File: src/hdl/triple_ema_rate_of_change_top_assert.svh
// assertion macros shared by the trix block
`ifndef TRIPLE_EMA_RATE_OF_CHANGE_TOP_ASSERT_SVH
`define TRIPLE_EMA_RATE_OF_CHANGE_TOP_ASSERT_SVH

`ifndef ASSERT_OFF

// same-cycle implication
`define TRIX_ASSERT_IMPLY(name, clock, reset, ante, cons, msg) \
  name: assert property (@(posedge clock) disable iff (reset) (ante) |-> (cons)) \
    else $error(msg);

// next-cycle implication
`define TRIX_ASSERT_NEXT(name, clock, reset, ante, cons, msg) \
  name: assert property (@(posedge clock) disable iff (reset) (ante) |=> (cons)) \
    else $error(msg);

`else

`define TRIX_ASSERT_IMPLY(name, clock, reset, ante, cons, msg)
`define TRIX_ASSERT_NEXT(name, clock, reset, ante, cons, msg)

`endif

`endif

File: src/hdl/trix_pkg.sv
`default_nettype none

package trix_pkg;

  // fixed point layout
  localparam int FRACTION_BITS = 24;
  localparam int PRICE_W       = 32;
  localparam int PRICE_SHIFT   = FRACTION_BITS - 16;
  localparam int AVG_W         = 16 + FRACTION_BITS;

  // period and smoothing factor
  localparam int PERIOD_W     = 11;
  localparam int PERIOD_RESET = 15;
  localparam logic [PERIOD_W-1:0] PERIOD_MIN = PERIOD_W'(1);
  localparam logic [PERIOD_W-1:0] PERIOD_MAX = PERIOD_W'(1024);
  localparam int ALPHA_W      = 17;
  localparam int ALPHA_NUM    = 131072;
  localparam int ALPHA_NUM_W  = 18;
  localparam logic [ALPHA_W-1:0] ALPHA_RESET =
    ALPHA_W'((ALPHA_NUM + (PERIOD_RESET + 1) / 2) / (PERIOD_RESET + 1));

  // shared multiplier
  localparam int SCALE_W       = 23;
  localparam int PERCENT_SCALE = 6553600;
  localparam int PROD_W        = AVG_W + SCALE_W;
  localparam int STEP_SHIFT    = 16;
  localparam int ROUND_BIAS    = 32768;

  // shared divider
  localparam int QUO_W = 32;
  localparam int HI_W  = PROD_W - QUO_W;
  localparam int CNT_W = $clog2(QUO_W + 1);

  localparam logic [QUO_W:0] POS_LIMIT = {2'b00, {(QUO_W - 1){1'b1}}};
  localparam logic [QUO_W:0] NEG_LIMIT = {2'b01, {(QUO_W - 1){1'b0}}};
  localparam logic signed [PRICE_W-1:0] PERCENT_MAX = {1'b0, {(PRICE_W - 1){1'b1}}};
  localparam logic signed [PRICE_W-1:0] PERCENT_MIN = {1'b1, {(PRICE_W - 1){1'b0}}};

  typedef logic signed [AVG_W-1:0] avg_t;
  typedef logic [AVG_W-1:0]        mag_t;
  typedef logic [PROD_W-1:0]       prod_t;

  // which average of the cascade is being moved
  typedef enum logic [1:0] {
    EMA_FIRST  = 2'd0,
    EMA_SECOND = 2'd1,
    EMA_THIRD  = 2'd2
  } ema_sel_t;

  typedef enum logic [9:0] {
    ST_IDLE   = 10'b0000000001,
    ST_ALPHA  = 10'b0000000010,
    ST_DIFF   = 10'b0000000100,
    ST_MUL    = 10'b0000001000,
    ST_MOVE   = 10'b0000010000,
    ST_PREP   = 10'b0000100000,
    ST_SCALE  = 10'b0001000000,
    ST_CHECK  = 10'b0010000000,
    ST_DIVIDE = 10'b0100000000,
    ST_EMIT   = 10'b1000000000
  } state_t;

endpackage

`default_nettype wire

File: src/hdl/trix_sample_if.sv
`default_nettype none

interface trix_sample_if;
  logic                                  valid;
  logic                                  ready;
  logic signed [trix_pkg::PRICE_W-1:0]   close_price;

  modport source (output valid, output close_price, input ready);
  modport sink   (input valid, input close_price, output ready);
endinterface

`default_nettype wire

File: src/hdl/trix_result_if.sv
`default_nettype none

interface trix_result_if;
  logic                                  valid;
  logic                                  ready;
  logic signed [trix_pkg::PRICE_W-1:0]   trix_percent;
  logic                                  first_sample;
  logic                                  saturated;

  modport source (output valid, output trix_percent, output first_sample,
                  output saturated, input ready);
  modport sink   (input valid, input trix_percent, input first_sample,
                  input saturated, output ready);
endinterface

`default_nettype wire

File: src/hdl/trix_cfg_if.sv
`default_nettype none

interface trix_cfg_if;
  logic                              valid;
  logic                              ready;
  logic [trix_pkg::PERIOD_W-1:0]     smoothing_period;

  modport source (output valid, output smoothing_period, input ready);
  modport sink   (input valid, input smoothing_period, output ready);
endinterface

`default_nettype wire

File: src/hdl/triple_ema_rate_of_change_top.sv
`default_nettype none

// TRIX oscillator: each price word (signed Q16.16) moves a cascade of three
// exponential averages by a factor 2/(n+1), and the block returns 100 times the
// relative change of the third average as a signed Q16.16 word, rounded and
// clipped, with a flag when clipped. The first word after reset seeds all three
// averages and returns 0 with first_sample set; a previous third average of zero
// also returns 0. One word at a time. A seeding word goes straight to the
// output register, a word with a zero previous average skips the scaling and
// the division, a quotient that would reach 2^32 is clipped at once without
// dividing, and a normal word runs the three average steps, the scaling and the
// division; the sample side is ready again from the edge that loads the output
// register. The sequencer uses one shared multiplier for the three average steps
// and the percent scaling, and a one-bit-a-cycle restoring divider that runs 32
// steps for the quotient. If the output register is still full, the sequencer
// waits until the word is taken. Writing smoothing_period reuses that divider for
// the factor, keeping the sample side not ready in the write cycle and while the
// factor is divided; a period is taken only between words, a new period applies
// from the next word and the averages are kept. A finished result sits in an
// output register, so the next word is taken while it waits.

`include "triple_ema_rate_of_change_top_assert.svh"

module triple_ema_rate_of_change_top (
  input  logic          clk,
  input  logic          rst,
  trix_sample_if.sink   sample,
  trix_result_if.source result,
  trix_cfg_if.sink      cfg
);

  trix_pkg::state_t   state;
  trix_pkg::ema_sel_t ema_idx;
  logic               seeded;

  // smoothing factor in Q1.16
  logic [trix_pkg::ALPHA_W-1:0] alpha;

  // averages, the sample and the third average before this word
  trix_pkg::avg_t first_avg, second_avg, third_avg;
  trix_pkg::avg_t price;
  trix_pkg::avg_t prev;

  // shared datapath registers
  trix_pkg::mag_t  mag;
  trix_pkg::mag_t  pmag;
  logic            neg;
  trix_pkg::prod_t prod;

  // divider
  trix_pkg::mag_t                 div_rem;
  trix_pkg::mag_t                 div_den;
  logic [trix_pkg::QUO_W-1:0]     div_num;
  logic [trix_pkg::QUO_W-1:0]     div_quo;
  logic [trix_pkg::CNT_W-1:0]     div_cnt;

  // staged result and output register
  logic signed [trix_pkg::PRICE_W-1:0] res_value;
  logic                                res_first;
  logic                                res_sat;
  logic                                out_valid;
  logic signed [trix_pkg::PRICE_W-1:0] out_percent;
  logic                                out_first;
  logic                                out_sat;

  // combinational
  logic                             accept;
  logic                             out_free;
  trix_pkg::avg_t                   x_ext;
  trix_pkg::avg_t                   avg_cur;
  trix_pkg::avg_t                   tgt;
  logic signed [trix_pkg::AVG_W:0]  ema_diff;
  logic signed [trix_pkg::AVG_W:0]  ema_diff_neg;
  logic                             ema_down;
  trix_pkg::mag_t                   ema_mag;
  trix_pkg::prod_t                  step_sum;
  trix_pkg::mag_t                   step_val;
  trix_pkg::avg_t                   avg_moved;
  logic signed [trix_pkg::AVG_W:0]  t_diff;
  logic signed [trix_pkg::AVG_W:0]  t_diff_neg;
  logic signed [trix_pkg::AVG_W:0]  prev_neg;
  trix_pkg::mag_t                   mul_a;
  logic [trix_pkg::SCALE_W-1:0]     mul_b;
  trix_pkg::prod_t                  mul_out;
  logic [trix_pkg::HI_W-1:0]        prod_hi;
  logic                             big;
  logic [trix_pkg::AVG_W:0]         shifted;
  logic [trix_pkg::AVG_W:0]         sub;
  logic                             fits;
  trix_pkg::mag_t                   rem_step;
  logic                             round_up;
  logic [trix_pkg::QUO_W:0]         q_round;
  logic [trix_pkg::QUO_W:0]         q_neg;
  logic [trix_pkg::PERIOD_W-1:0]    p_clamp;
  logic [trix_pkg::PERIOD_W-1:0]    alpha_den;
  logic [trix_pkg::ALPHA_NUM_W-1:0] alpha_num;

  // configuration always wins over a sample in the same cycle
  assign sample.ready = (state == trix_pkg::ST_IDLE) && !cfg.valid;
  // a period is only taken between words
  assign cfg.ready    = (state == trix_pkg::ST_IDLE);
  assign accept       = sample.valid && sample.ready;
  assign out_free     = !out_valid || result.ready;

  assign result.valid        = out_valid;
  assign result.trix_percent = out_percent;
  assign result.first_sample = out_first;
  assign result.saturated    = out_sat;

  // price in average format
  assign x_ext = trix_pkg::avg_t'(sample.close_price) <<< trix_pkg::PRICE_SHIFT;

  // period clamped, factor numerator rounded to nearest
  always_comb begin
    if (cfg.smoothing_period < trix_pkg::PERIOD_MIN) begin
      p_clamp = trix_pkg::PERIOD_MIN;
    end else if (cfg.smoothing_period > trix_pkg::PERIOD_MAX) begin
      p_clamp = trix_pkg::PERIOD_MAX;
    end else begin
      p_clamp = cfg.smoothing_period;
    end
    alpha_den = p_clamp + trix_pkg::PERIOD_W'(1);
    alpha_num = trix_pkg::ALPHA_NUM_W'(trix_pkg::ALPHA_NUM)
              + trix_pkg::ALPHA_NUM_W'(alpha_den >> 1);
  end

  // average being moved and its target
  always_comb begin
    case (ema_idx)
      trix_pkg::EMA_FIRST: begin
        avg_cur = first_avg;
        tgt     = price;
      end
      trix_pkg::EMA_SECOND: begin
        avg_cur = second_avg;
        tgt     = first_avg;
      end
      default: begin
        avg_cur = third_avg;
        tgt     = second_avg;
      end
    endcase
  end

  // distance to target as sign and magnitude
  always_comb begin
    ema_diff     = {tgt[trix_pkg::AVG_W-1], tgt} - {avg_cur[trix_pkg::AVG_W-1], avg_cur};
    ema_diff_neg = -ema_diff;
    ema_down     = ema_diff[trix_pkg::AVG_W];
    ema_mag      = ema_down ? ema_diff_neg[trix_pkg::AVG_W-1:0]
                            : ema_diff[trix_pkg::AVG_W-1:0];
  end

  // rounded step, ties away from zero since it is applied by sign
  always_comb begin
    step_sum  = prod + trix_pkg::PROD_W'(trix_pkg::ROUND_BIAS);
    step_val  = step_sum[trix_pkg::STEP_SHIFT +: trix_pkg::AVG_W];
    avg_moved = neg ? (avg_cur - trix_pkg::avg_t'(step_val))
                    : (avg_cur + trix_pkg::avg_t'(step_val));
  end

  // change of the third average and magnitude of the old one
  always_comb begin
    t_diff     = {third_avg[trix_pkg::AVG_W-1], third_avg} - {prev[trix_pkg::AVG_W-1], prev};
    t_diff_neg = -t_diff;
    prev_neg   = -{prev[trix_pkg::AVG_W-1], prev};
  end

  // the one multiplier
  always_comb begin
    if (state == trix_pkg::ST_SCALE) begin
      mul_a = mag;
      mul_b = trix_pkg::SCALE_W'(trix_pkg::PERCENT_SCALE);
    end else begin
      mul_a = mag;
      mul_b = trix_pkg::SCALE_W'(alpha);
    end
    mul_out = trix_pkg::PROD_W'(mul_a) * trix_pkg::PROD_W'(mul_b);
  end

  // quotient would reach 2^32: clip straight away
  assign prod_hi = prod[trix_pkg::PROD_W-1:trix_pkg::QUO_W];
  assign big     = trix_pkg::AVG_W'(prod_hi) >= pmag;

  // restoring divider step and final rounding
  always_comb begin
    shifted  = {div_rem, div_num[trix_pkg::QUO_W-1]};
    sub      = shifted - {1'b0, div_den};
    fits     = shifted >= {1'b0, div_den};
    rem_step = fits ? sub[trix_pkg::AVG_W-1:0] : shifted[trix_pkg::AVG_W-1:0];
    round_up = {div_rem, 1'b0} >= {1'b0, div_den};
    q_round  = {1'b0, div_quo} + (trix_pkg::QUO_W + 1)'(round_up);
    q_neg    = (trix_pkg::QUO_W + 1)'(0) - q_round;
  end

  // sequencer and datapath
  always_ff @(posedge clk) begin
    if (rst) begin
      state      <= trix_pkg::ST_IDLE;
      seeded     <= 1'b0;
      alpha      <= trix_pkg::ALPHA_RESET;
      first_avg  <= '0;
      second_avg <= '0;
      third_avg  <= '0;
      ema_idx    <= trix_pkg::EMA_FIRST;
    end else begin
      case (state)
        trix_pkg::ST_IDLE: begin
          if (cfg.valid) begin
            // factor = (2^17 + (n+1)/2) / (n+1) on the shared divider
            div_rem <= '0;
            div_num <= {alpha_num, {(trix_pkg::QUO_W - trix_pkg::ALPHA_NUM_W){1'b0}}};
            div_den <= trix_pkg::AVG_W'(alpha_den);
            div_quo <= '0;
            div_cnt <= trix_pkg::CNT_W'(trix_pkg::ALPHA_NUM_W);
            state   <= trix_pkg::ST_ALPHA;
          end else if (accept) begin
            res_value <= '0;
            res_sat   <= 1'b0;
            if (!seeded) begin
              first_avg  <= x_ext;
              second_avg <= x_ext;
              third_avg  <= x_ext;
              seeded     <= 1'b1;
              res_first  <= 1'b1;
              state      <= trix_pkg::ST_EMIT;
            end else begin
              price     <= x_ext;
              prev      <= third_avg;
              res_first <= 1'b0;
              ema_idx   <= trix_pkg::EMA_FIRST;
              state     <= trix_pkg::ST_DIFF;
            end
          end
        end
        trix_pkg::ST_ALPHA: begin
          if (div_cnt == '0) begin
            alpha <= div_quo[trix_pkg::ALPHA_W-1:0];
            state <= trix_pkg::ST_IDLE;
          end else begin
            div_rem <= rem_step;
            div_num <= div_num << 1;
            div_quo <= {div_quo[trix_pkg::QUO_W-2:0], fits};
            div_cnt <= div_cnt - trix_pkg::CNT_W'(1);
          end
        end
        trix_pkg::ST_DIFF: begin
          mag   <= ema_mag;
          neg   <= ema_down;
          state <= trix_pkg::ST_MUL;
        end
        trix_pkg::ST_MUL: begin
          prod  <= mul_out;
          state <= trix_pkg::ST_MOVE;
        end
        trix_pkg::ST_MOVE: begin
          case (ema_idx)
            trix_pkg::EMA_FIRST: begin
              first_avg <= avg_moved;
              ema_idx   <= trix_pkg::EMA_SECOND;
              state     <= trix_pkg::ST_DIFF;
            end
            trix_pkg::EMA_SECOND: begin
              second_avg <= avg_moved;
              ema_idx    <= trix_pkg::EMA_THIRD;
              state      <= trix_pkg::ST_DIFF;
            end
            default: begin
              third_avg <= avg_moved;
              ema_idx   <= trix_pkg::EMA_FIRST;
              state     <= trix_pkg::ST_PREP;
            end
          endcase
        end
        trix_pkg::ST_PREP: begin
          mag  <= t_diff[trix_pkg::AVG_W] ? t_diff_neg[trix_pkg::AVG_W-1:0]
                                          : t_diff[trix_pkg::AVG_W-1:0];
          pmag <= prev[trix_pkg::AVG_W-1] ? prev_neg[trix_pkg::AVG_W-1:0] : prev;
          neg  <= t_diff[trix_pkg::AVG_W] ^ prev[trix_pkg::AVG_W-1];
          // a zero old average gives zero
          if (prev == '0) begin
            state <= trix_pkg::ST_EMIT;
          end else begin
            state <= trix_pkg::ST_SCALE;
          end
        end
        trix_pkg::ST_SCALE: begin
          prod  <= mul_out;
          state <= trix_pkg::ST_CHECK;
        end
        trix_pkg::ST_CHECK: begin
          if (big) begin
            res_sat   <= 1'b1;
            res_value <= neg ? trix_pkg::PERCENT_MIN : trix_pkg::PERCENT_MAX;
            state     <= trix_pkg::ST_EMIT;
          end else begin
            div_rem <= trix_pkg::AVG_W'(prod_hi);
            div_num <= prod[trix_pkg::QUO_W-1:0];
            div_den <= pmag;
            div_quo <= '0;
            div_cnt <= trix_pkg::CNT_W'(trix_pkg::QUO_W);
            state   <= trix_pkg::ST_DIVIDE;
          end
        end
        trix_pkg::ST_DIVIDE: begin
          if (div_cnt == '0) begin
            if (neg) begin
              if (q_round > trix_pkg::NEG_LIMIT) begin
                res_sat   <= 1'b1;
                res_value <= trix_pkg::PERCENT_MIN;
              end else begin
                res_value <= q_neg[trix_pkg::QUO_W-1:0];
              end
            end else begin
              if (q_round > trix_pkg::POS_LIMIT) begin
                res_sat   <= 1'b1;
                res_value <= trix_pkg::PERCENT_MAX;
              end else begin
                res_value <= q_round[trix_pkg::QUO_W-1:0];
              end
            end
            state <= trix_pkg::ST_EMIT;
          end else begin
            div_rem <= rem_step;
            div_num <= div_num << 1;
            div_quo <= {div_quo[trix_pkg::QUO_W-2:0], fits};
            div_cnt <= div_cnt - trix_pkg::CNT_W'(1);
          end
        end
        trix_pkg::ST_EMIT: begin
          // wait here only while the output register is still full
          if (out_free) begin
            state <= trix_pkg::ST_IDLE;
          end
        end
        default: begin
          state <= trix_pkg::ST_IDLE;
        end
      endcase
    end
  end

  // output register
  always_ff @(posedge clk) begin
    if (rst) begin
      out_valid <= 1'b0;
    end else if (state == trix_pkg::ST_EMIT && out_free) begin
      out_valid <= 1'b1;
    end else if (result.ready) begin
      out_valid <= 1'b0;
    end
  end

  always_ff @(posedge clk) begin
    if (state == trix_pkg::ST_EMIT && out_free) begin
      out_percent <= res_value;
      out_first   <= res_first;
      out_sat     <= res_sat;
    end
  end

  // the sample side is not ready in the cycle after a taken word
  `TRIX_ASSERT_NEXT(a_busy_after_word, clk, rst, sample.valid && sample.ready, !sample.ready, "sample side ready right after a word")

  // a seeding word always reads zero and unclipped
  `TRIX_ASSERT_IMPLY(a_seed_zero, clk, rst, result.valid && result.first_sample, result.trix_percent == '0 && !result.saturated, "seeding word not zero")

  // clipping lands on one of the two limits
  `TRIX_ASSERT_IMPLY(a_sat_limit, clk, rst, result.valid && result.saturated, result.trix_percent == trix_pkg::PERCENT_MAX || result.trix_percent == trix_pkg::PERCENT_MIN, "clipped word off limit")

  // a staged result is handed over and the sequencer goes idle
  `TRIX_ASSERT_NEXT(a_emit_loads, clk, rst, state == trix_pkg::ST_EMIT && out_free, result.valid && state == trix_pkg::ST_IDLE, "staged result not loaded")

endmodule

`default_nettype wire

File: src/flat_wrapper.sv
// flat-port wrapper written by rule: the top's interface ports become plain ports
module triple_ema_rate_of_change_top_flat 
  (clk, rst, sample_valid, sample_close_price, sample_ready, result_valid, result_trix_percent, result_first_sample, result_saturated, result_ready, cfg_valid, cfg_smoothing_period, cfg_ready);
  trix_sample_if sample_i ();
  trix_result_if result_i ();
  trix_cfg_if cfg_i ();
  input  logic clk;
  input  logic rst;
  input wire logic [$bits(sample_i.valid)-1:0] sample_valid;
  input wire logic [$bits(sample_i.close_price)-1:0] sample_close_price;
  output wire logic [$bits(sample_i.ready)-1:0] sample_ready;
  output wire logic [$bits(result_i.valid)-1:0] result_valid;
  output wire logic [$bits(result_i.trix_percent)-1:0] result_trix_percent;
  output wire logic [$bits(result_i.first_sample)-1:0] result_first_sample;
  output wire logic [$bits(result_i.saturated)-1:0] result_saturated;
  input wire logic [$bits(result_i.ready)-1:0] result_ready;
  input wire logic [$bits(cfg_i.valid)-1:0] cfg_valid;
  input wire logic [$bits(cfg_i.smoothing_period)-1:0] cfg_smoothing_period;
  output wire logic [$bits(cfg_i.ready)-1:0] cfg_ready;
  assign sample_i.valid = sample_valid;
  assign sample_i.close_price = sample_close_price;
  assign sample_ready = sample_i.ready;
  assign result_valid = result_i.valid;
  assign result_trix_percent = result_i.trix_percent;
  assign result_first_sample = result_i.first_sample;
  assign result_saturated = result_i.saturated;
  assign result_i.ready = result_ready;
  assign cfg_i.valid = cfg_valid;
  assign cfg_i.smoothing_period = cfg_smoothing_period;
  assign cfg_ready = cfg_i.ready;
  triple_ema_rate_of_change_top u_core (.clk(clk), .rst(rst), .sample(sample_i), .result(result_i), .cfg(cfg_i));
endmodule
File: config.mk
export PLATFORM = sky130hd
export DESIGN_NAME = triple_ema_rate_of_change_top_flat
export DESIGN_NICKNAME = d
export VERILOG_FILES = /design/src/hdl/trix_pkg.sv /design/src/hdl/trix_sample_if.sv /design/src/hdl/trix_result_if.sv /design/src/hdl/trix_cfg_if.sv /design/src/hdl/triple_ema_rate_of_change_top.sv /design/src/flat_wrapper.sv
export VERILOG_INCLUDE_DIRS = /design/src /design/src/hdl
export SDC_FILE = /design/constraint.sdc
export NUM_CORES = 2
export LEC_CHECK = 0
export ABC_AREA = 0
export ABC_CLOCK_PERIOD_IN_PS = 17400
export BUFFER_PORTS_ARGS = -buffer_cell sky130_fd_sc_hd__clkbuf_2
export CAP_MARGIN = 10
export CORE_AREA = 3 3 301 451
export CTS_CLUSTER_DIAMETER = 100
export DETAILED_ROUTE_END_ITERATION = 8
export DIE_AREA = 0 0 304 454
export GPL_ROUTABILITY_DRIVEN = 0
export PLACE_DENSITY = 0.65
export SYNTH_ARGS = -nofsm -noshare
export SYNTH_HDL_FRONTEND = slang
export SYNTH_SLANG_ARGS = --single-unit
export TNS_END_PERCENT = 1
File: constraint.sdc
create_clock -name clk -period 17.4 [get_ports clk]
set_input_delay 2.61 -clock clk [delete_from_list [all_inputs] [get_ports clk]]
set_output_delay 2.61 -clock clk [all_outputs]
set_load 0.05 [all_outputs]
==> run metrics <==
post-CTS setup buffers=0; HP Start=u_core.res_value[3]; fmax=91.89 MHz; DRT Wirelength=211,800 um; hold-critical path depth=0; fin crit share=62.54%; Setup TNS=0 ps; fin nets=around 8.4k; crit end category=register; Peak VDD IR=just under 0.0001 V; GRT Residual Overflow=0; Final Hold Viols=0; Routed Antenna Nets=0; number of global-route vias before repair=55.46k; CTS Sinks=585; crit path DAT=11,270 ps; 1st-iter DRT viols=approximately 4.8k; DR vias=between 50k and 60k; Avg Cell Area, Syn=around 9.0 um^2; EDFF count, synth=434; DP Cell Count=8,893; largest net degree at the start of global routing=130; worst-path fanout max=77; Cells after Synth=7,369; I/O Pins=85; CTS max path bufs=3; Hold Buf Count CTS=0; Initial Utilization=50.01%; Sw Ratio=a little under a third; clock power share=37.3%; Reg2Reg Setup Slack=6520 ps; MaxCap Viol Count=0; hold endpoint=u_core.result.trix_percent[3]; port buffer count=84; slew margin rel.=9.164%; Seq/Total Area, Yosys=around 24%; antenna violations before repair=8; Bufs and invs on worst path=6; HPWL Detailed=about 160,000 um; Area growth syn-to-layout=6.596%; commonest cells after routing, fill and taps aside=inv_1, nand2_1, fa_1; Crit path top cell by count=fa_1; RSZ-0062 raised after global routing=no; synth warn=0; TritonCTS clock tree=built; Die H=454 um; Top Family by Delay on Critical Path=adder cells; die area=0.1380 mm^2; Tmin final=10,880 ps; H-tree depth=3; Pleak=31.47 nW; Rows=163; Num CTS Buffers=69; Reg power frac=slightly above 40%; asr flop ratio synth=0%; critical path's slowest cell=and2_1; GRT Util Overall=30.50%; mean number of vias per cell=6.032; Pre-Repair DR Iteration Count=8; critical path class=reg2reg; Comb power frac=22.0%; Root Buffer=clkbuf_16; Setup Skew=38.25 ps; Synthesized Nets=around 8.5k; wire per inst=~23 um; layout cells sized above 1=under 10%; fin util=53.31%; global-route wire length before repair=325,300 um; Filler Cells Inserted=around 12k; Req. time, crit path=17,790 ps; Worst-Margin Slew=1345 ps; status=complete, no violations; library cells used by synthesis=93; area occupied by multi-input gates=0.04478 mm^2; worst r2r path cells=32; #FFs+latches synth=585; Internal=2.791 mW; CTS clk-pin slew, worst paths=roughly 60 ps; synthesized area=0.06599 mm^2; Finished Layout Cells=roughly 9.0k; Primary FF master, synth=edfxtp_1; Core Area=0.1320 mm^2; Reg-to-Reg End=u_core.prod[62]; pwr dens=approximately 58 mW/mm^2; Worst path max stage delay=830 ps; Sequential Area=0.01607 mm^2; Final Slew Violations=0; DRC Markers=0; commonest non-fill, non-tap cell in the layout=inv_1; DIE WIDTH=304 um; clock latency on the worst-skew pair=670 ps; CTS resizes=0; crit path launch type=register; # setup viols final=0; worst min path class=reg2reg; Tot Pwr=around 4.1 mW; NetSw=1.287 mW; reg2reg start=u_core.state[2]
==> power groups by stage <==
stage | Clock (mW) | Sequential, mW | Combinational (mW)
2_1_floorplan | 0 | 1.67 | 0.642
3_3_place_gp | 0 | 1.69 | 0.862
3_5_place_dp | 0 | 1.69 | 0.874
4_1_cts | 1.55 | 1.66 | 0.879
5_1_grt | 1.60 | 1.67 | 0.980
6_report | 1.52 | 1.66 | 0.895
==> final cells by class <==
cell class | count | share of cell area (%)
diodes | 2 | 0.007115
clock buffers | 85 | 2.583
clock inverters | 42 | 0.7417
inverters | 1002 | 5.347
multi-input cells | 5390 | 63.66
flip-flops and latches | 585 | 22.84
well taps | 1732 | 3.081
repair buffers | 186 | 1.734
==> synth_stat cells, drive strengths merged, types with 37 or more instances <==
| cell type | n | share of area (%) |
|---|---|---|
| a21oi | 371 | 2.8 |
| dfxtp | 151 | 4.6 |
| nand2 | 756 | 4.3 |
| mux2i | 110 | 1.7 |
| a31oi | 62 | 0.59 |
| a22o | 48 | 0.64 |
| ha | 466 | 8.8 |
| o31ai | 37 | 0.44 |
| nand4 | 64 | 0.61 |
| edfxtp | 434 | 20 |
| o21bai | 37 | 0.42 |
| fa | 665 | 20 |
| xnor2 | 325 | 4.3 |
| nor2b | 51 | 0.48 |
| and2 | 100 | 0.95 |
| buf | 40 | 0.28 |
| xor2 | 149 | 2.0 |
| nor3 | 85 | 0.64 |
| a21o | 162 | 1.8 |
| nand2b | 51 | 0.48 |
| nand3 | 127 | 0.96 |
| inv | 1002 | 5.7 |
| clkbuf | 352 | 2.0 |
| and3 | 410 | 3.9 |
| o21ai | 316 | 2.4 |
| nor2 | 449 | 2.6 |
| a211oi | 111 | 1.3 |
==> through the flow <==
step	setup WS, ps	hold slack [ps]	cell area (um^2)
final	6518	417.6	70340
after global routing	5863	420.3	70340
after CTS	6646	417.0	70290
after detailed placement	6702	405.4	67960
after global placement	6946	402.2	67960
after floorplan	8495	400.3	65990
==> how the worst max path moves through the flow <==
| stage | from | endpoint | slack, ps | cells past startpoint |
|---|---|---|---|---|
| 2_1_floorplan | cfg_valid | u_core.prev[0] | 8490 | 4 |
| 3_3_place_gp | u_core.state[2] | u_core.prod[62] | 6950 | 32 |
| 3_5_place_dp | u_core.state[2] | u_core.prod[62] | 6700 | 32 |
| 4_1_cts | u_core.state[2] | u_core.prod[62] | 6650 | 32 |
| 5_1_grt | u_core.state[2] | u_core.prod[62] | 5860 | 32 |
| 6_report | u_core.state[2] | u_core.prod[62] | 6520 | 32 |
==> layer usage <==
layer  vias to the layer above  track usage (%)  wire (um)
met4                         8            23.73      20330
met3                       822            5.030      14830
li1                      24652                -          -
met2                      2243            51.89     101600
met5                         -                0         55
met1                     26712            34.16      75020
==> flip-flops by register name, summed over array words and instances, names as in the netlist, 32 cells and up <==
| signal | cells |
|---|---|
| u_core.div_den | 40 |
| u_core.div_num | 32 |
| u_core.div_quo | 32 |
| u_core.div_rem | 40 |
| u_core.first_avg | 40 |
| u_core.mag | 40 |
| u_core.pmag | 40 |
| u_core.prev | 40 |
| u_core.price | 32 |
| u_core.prod | 63 |
| u_core.res_value | 32 |
| u_core.result.trix_percent | 32 |
| u_core.second_avg | 40 |
| u_core.third_avg | 40 |
==> cell families after synthesis <==
family / Yosys count / share of synthesized area [%]
AND/OR/NAND/NOR: 2278 / 17.03
flip-flops: 585 / 24.33
multiplexers: 112 / 1.703
buffers and inverters: 1394 / 7.986
adder cells (fa/ha/maj): 1131 / 29.01
AO/OA/AOI/OAI: 1395 / 13.65
XOR/XNOR: 474 / 6.291
No activity file was read; power rests on OpenSTA's default activity.
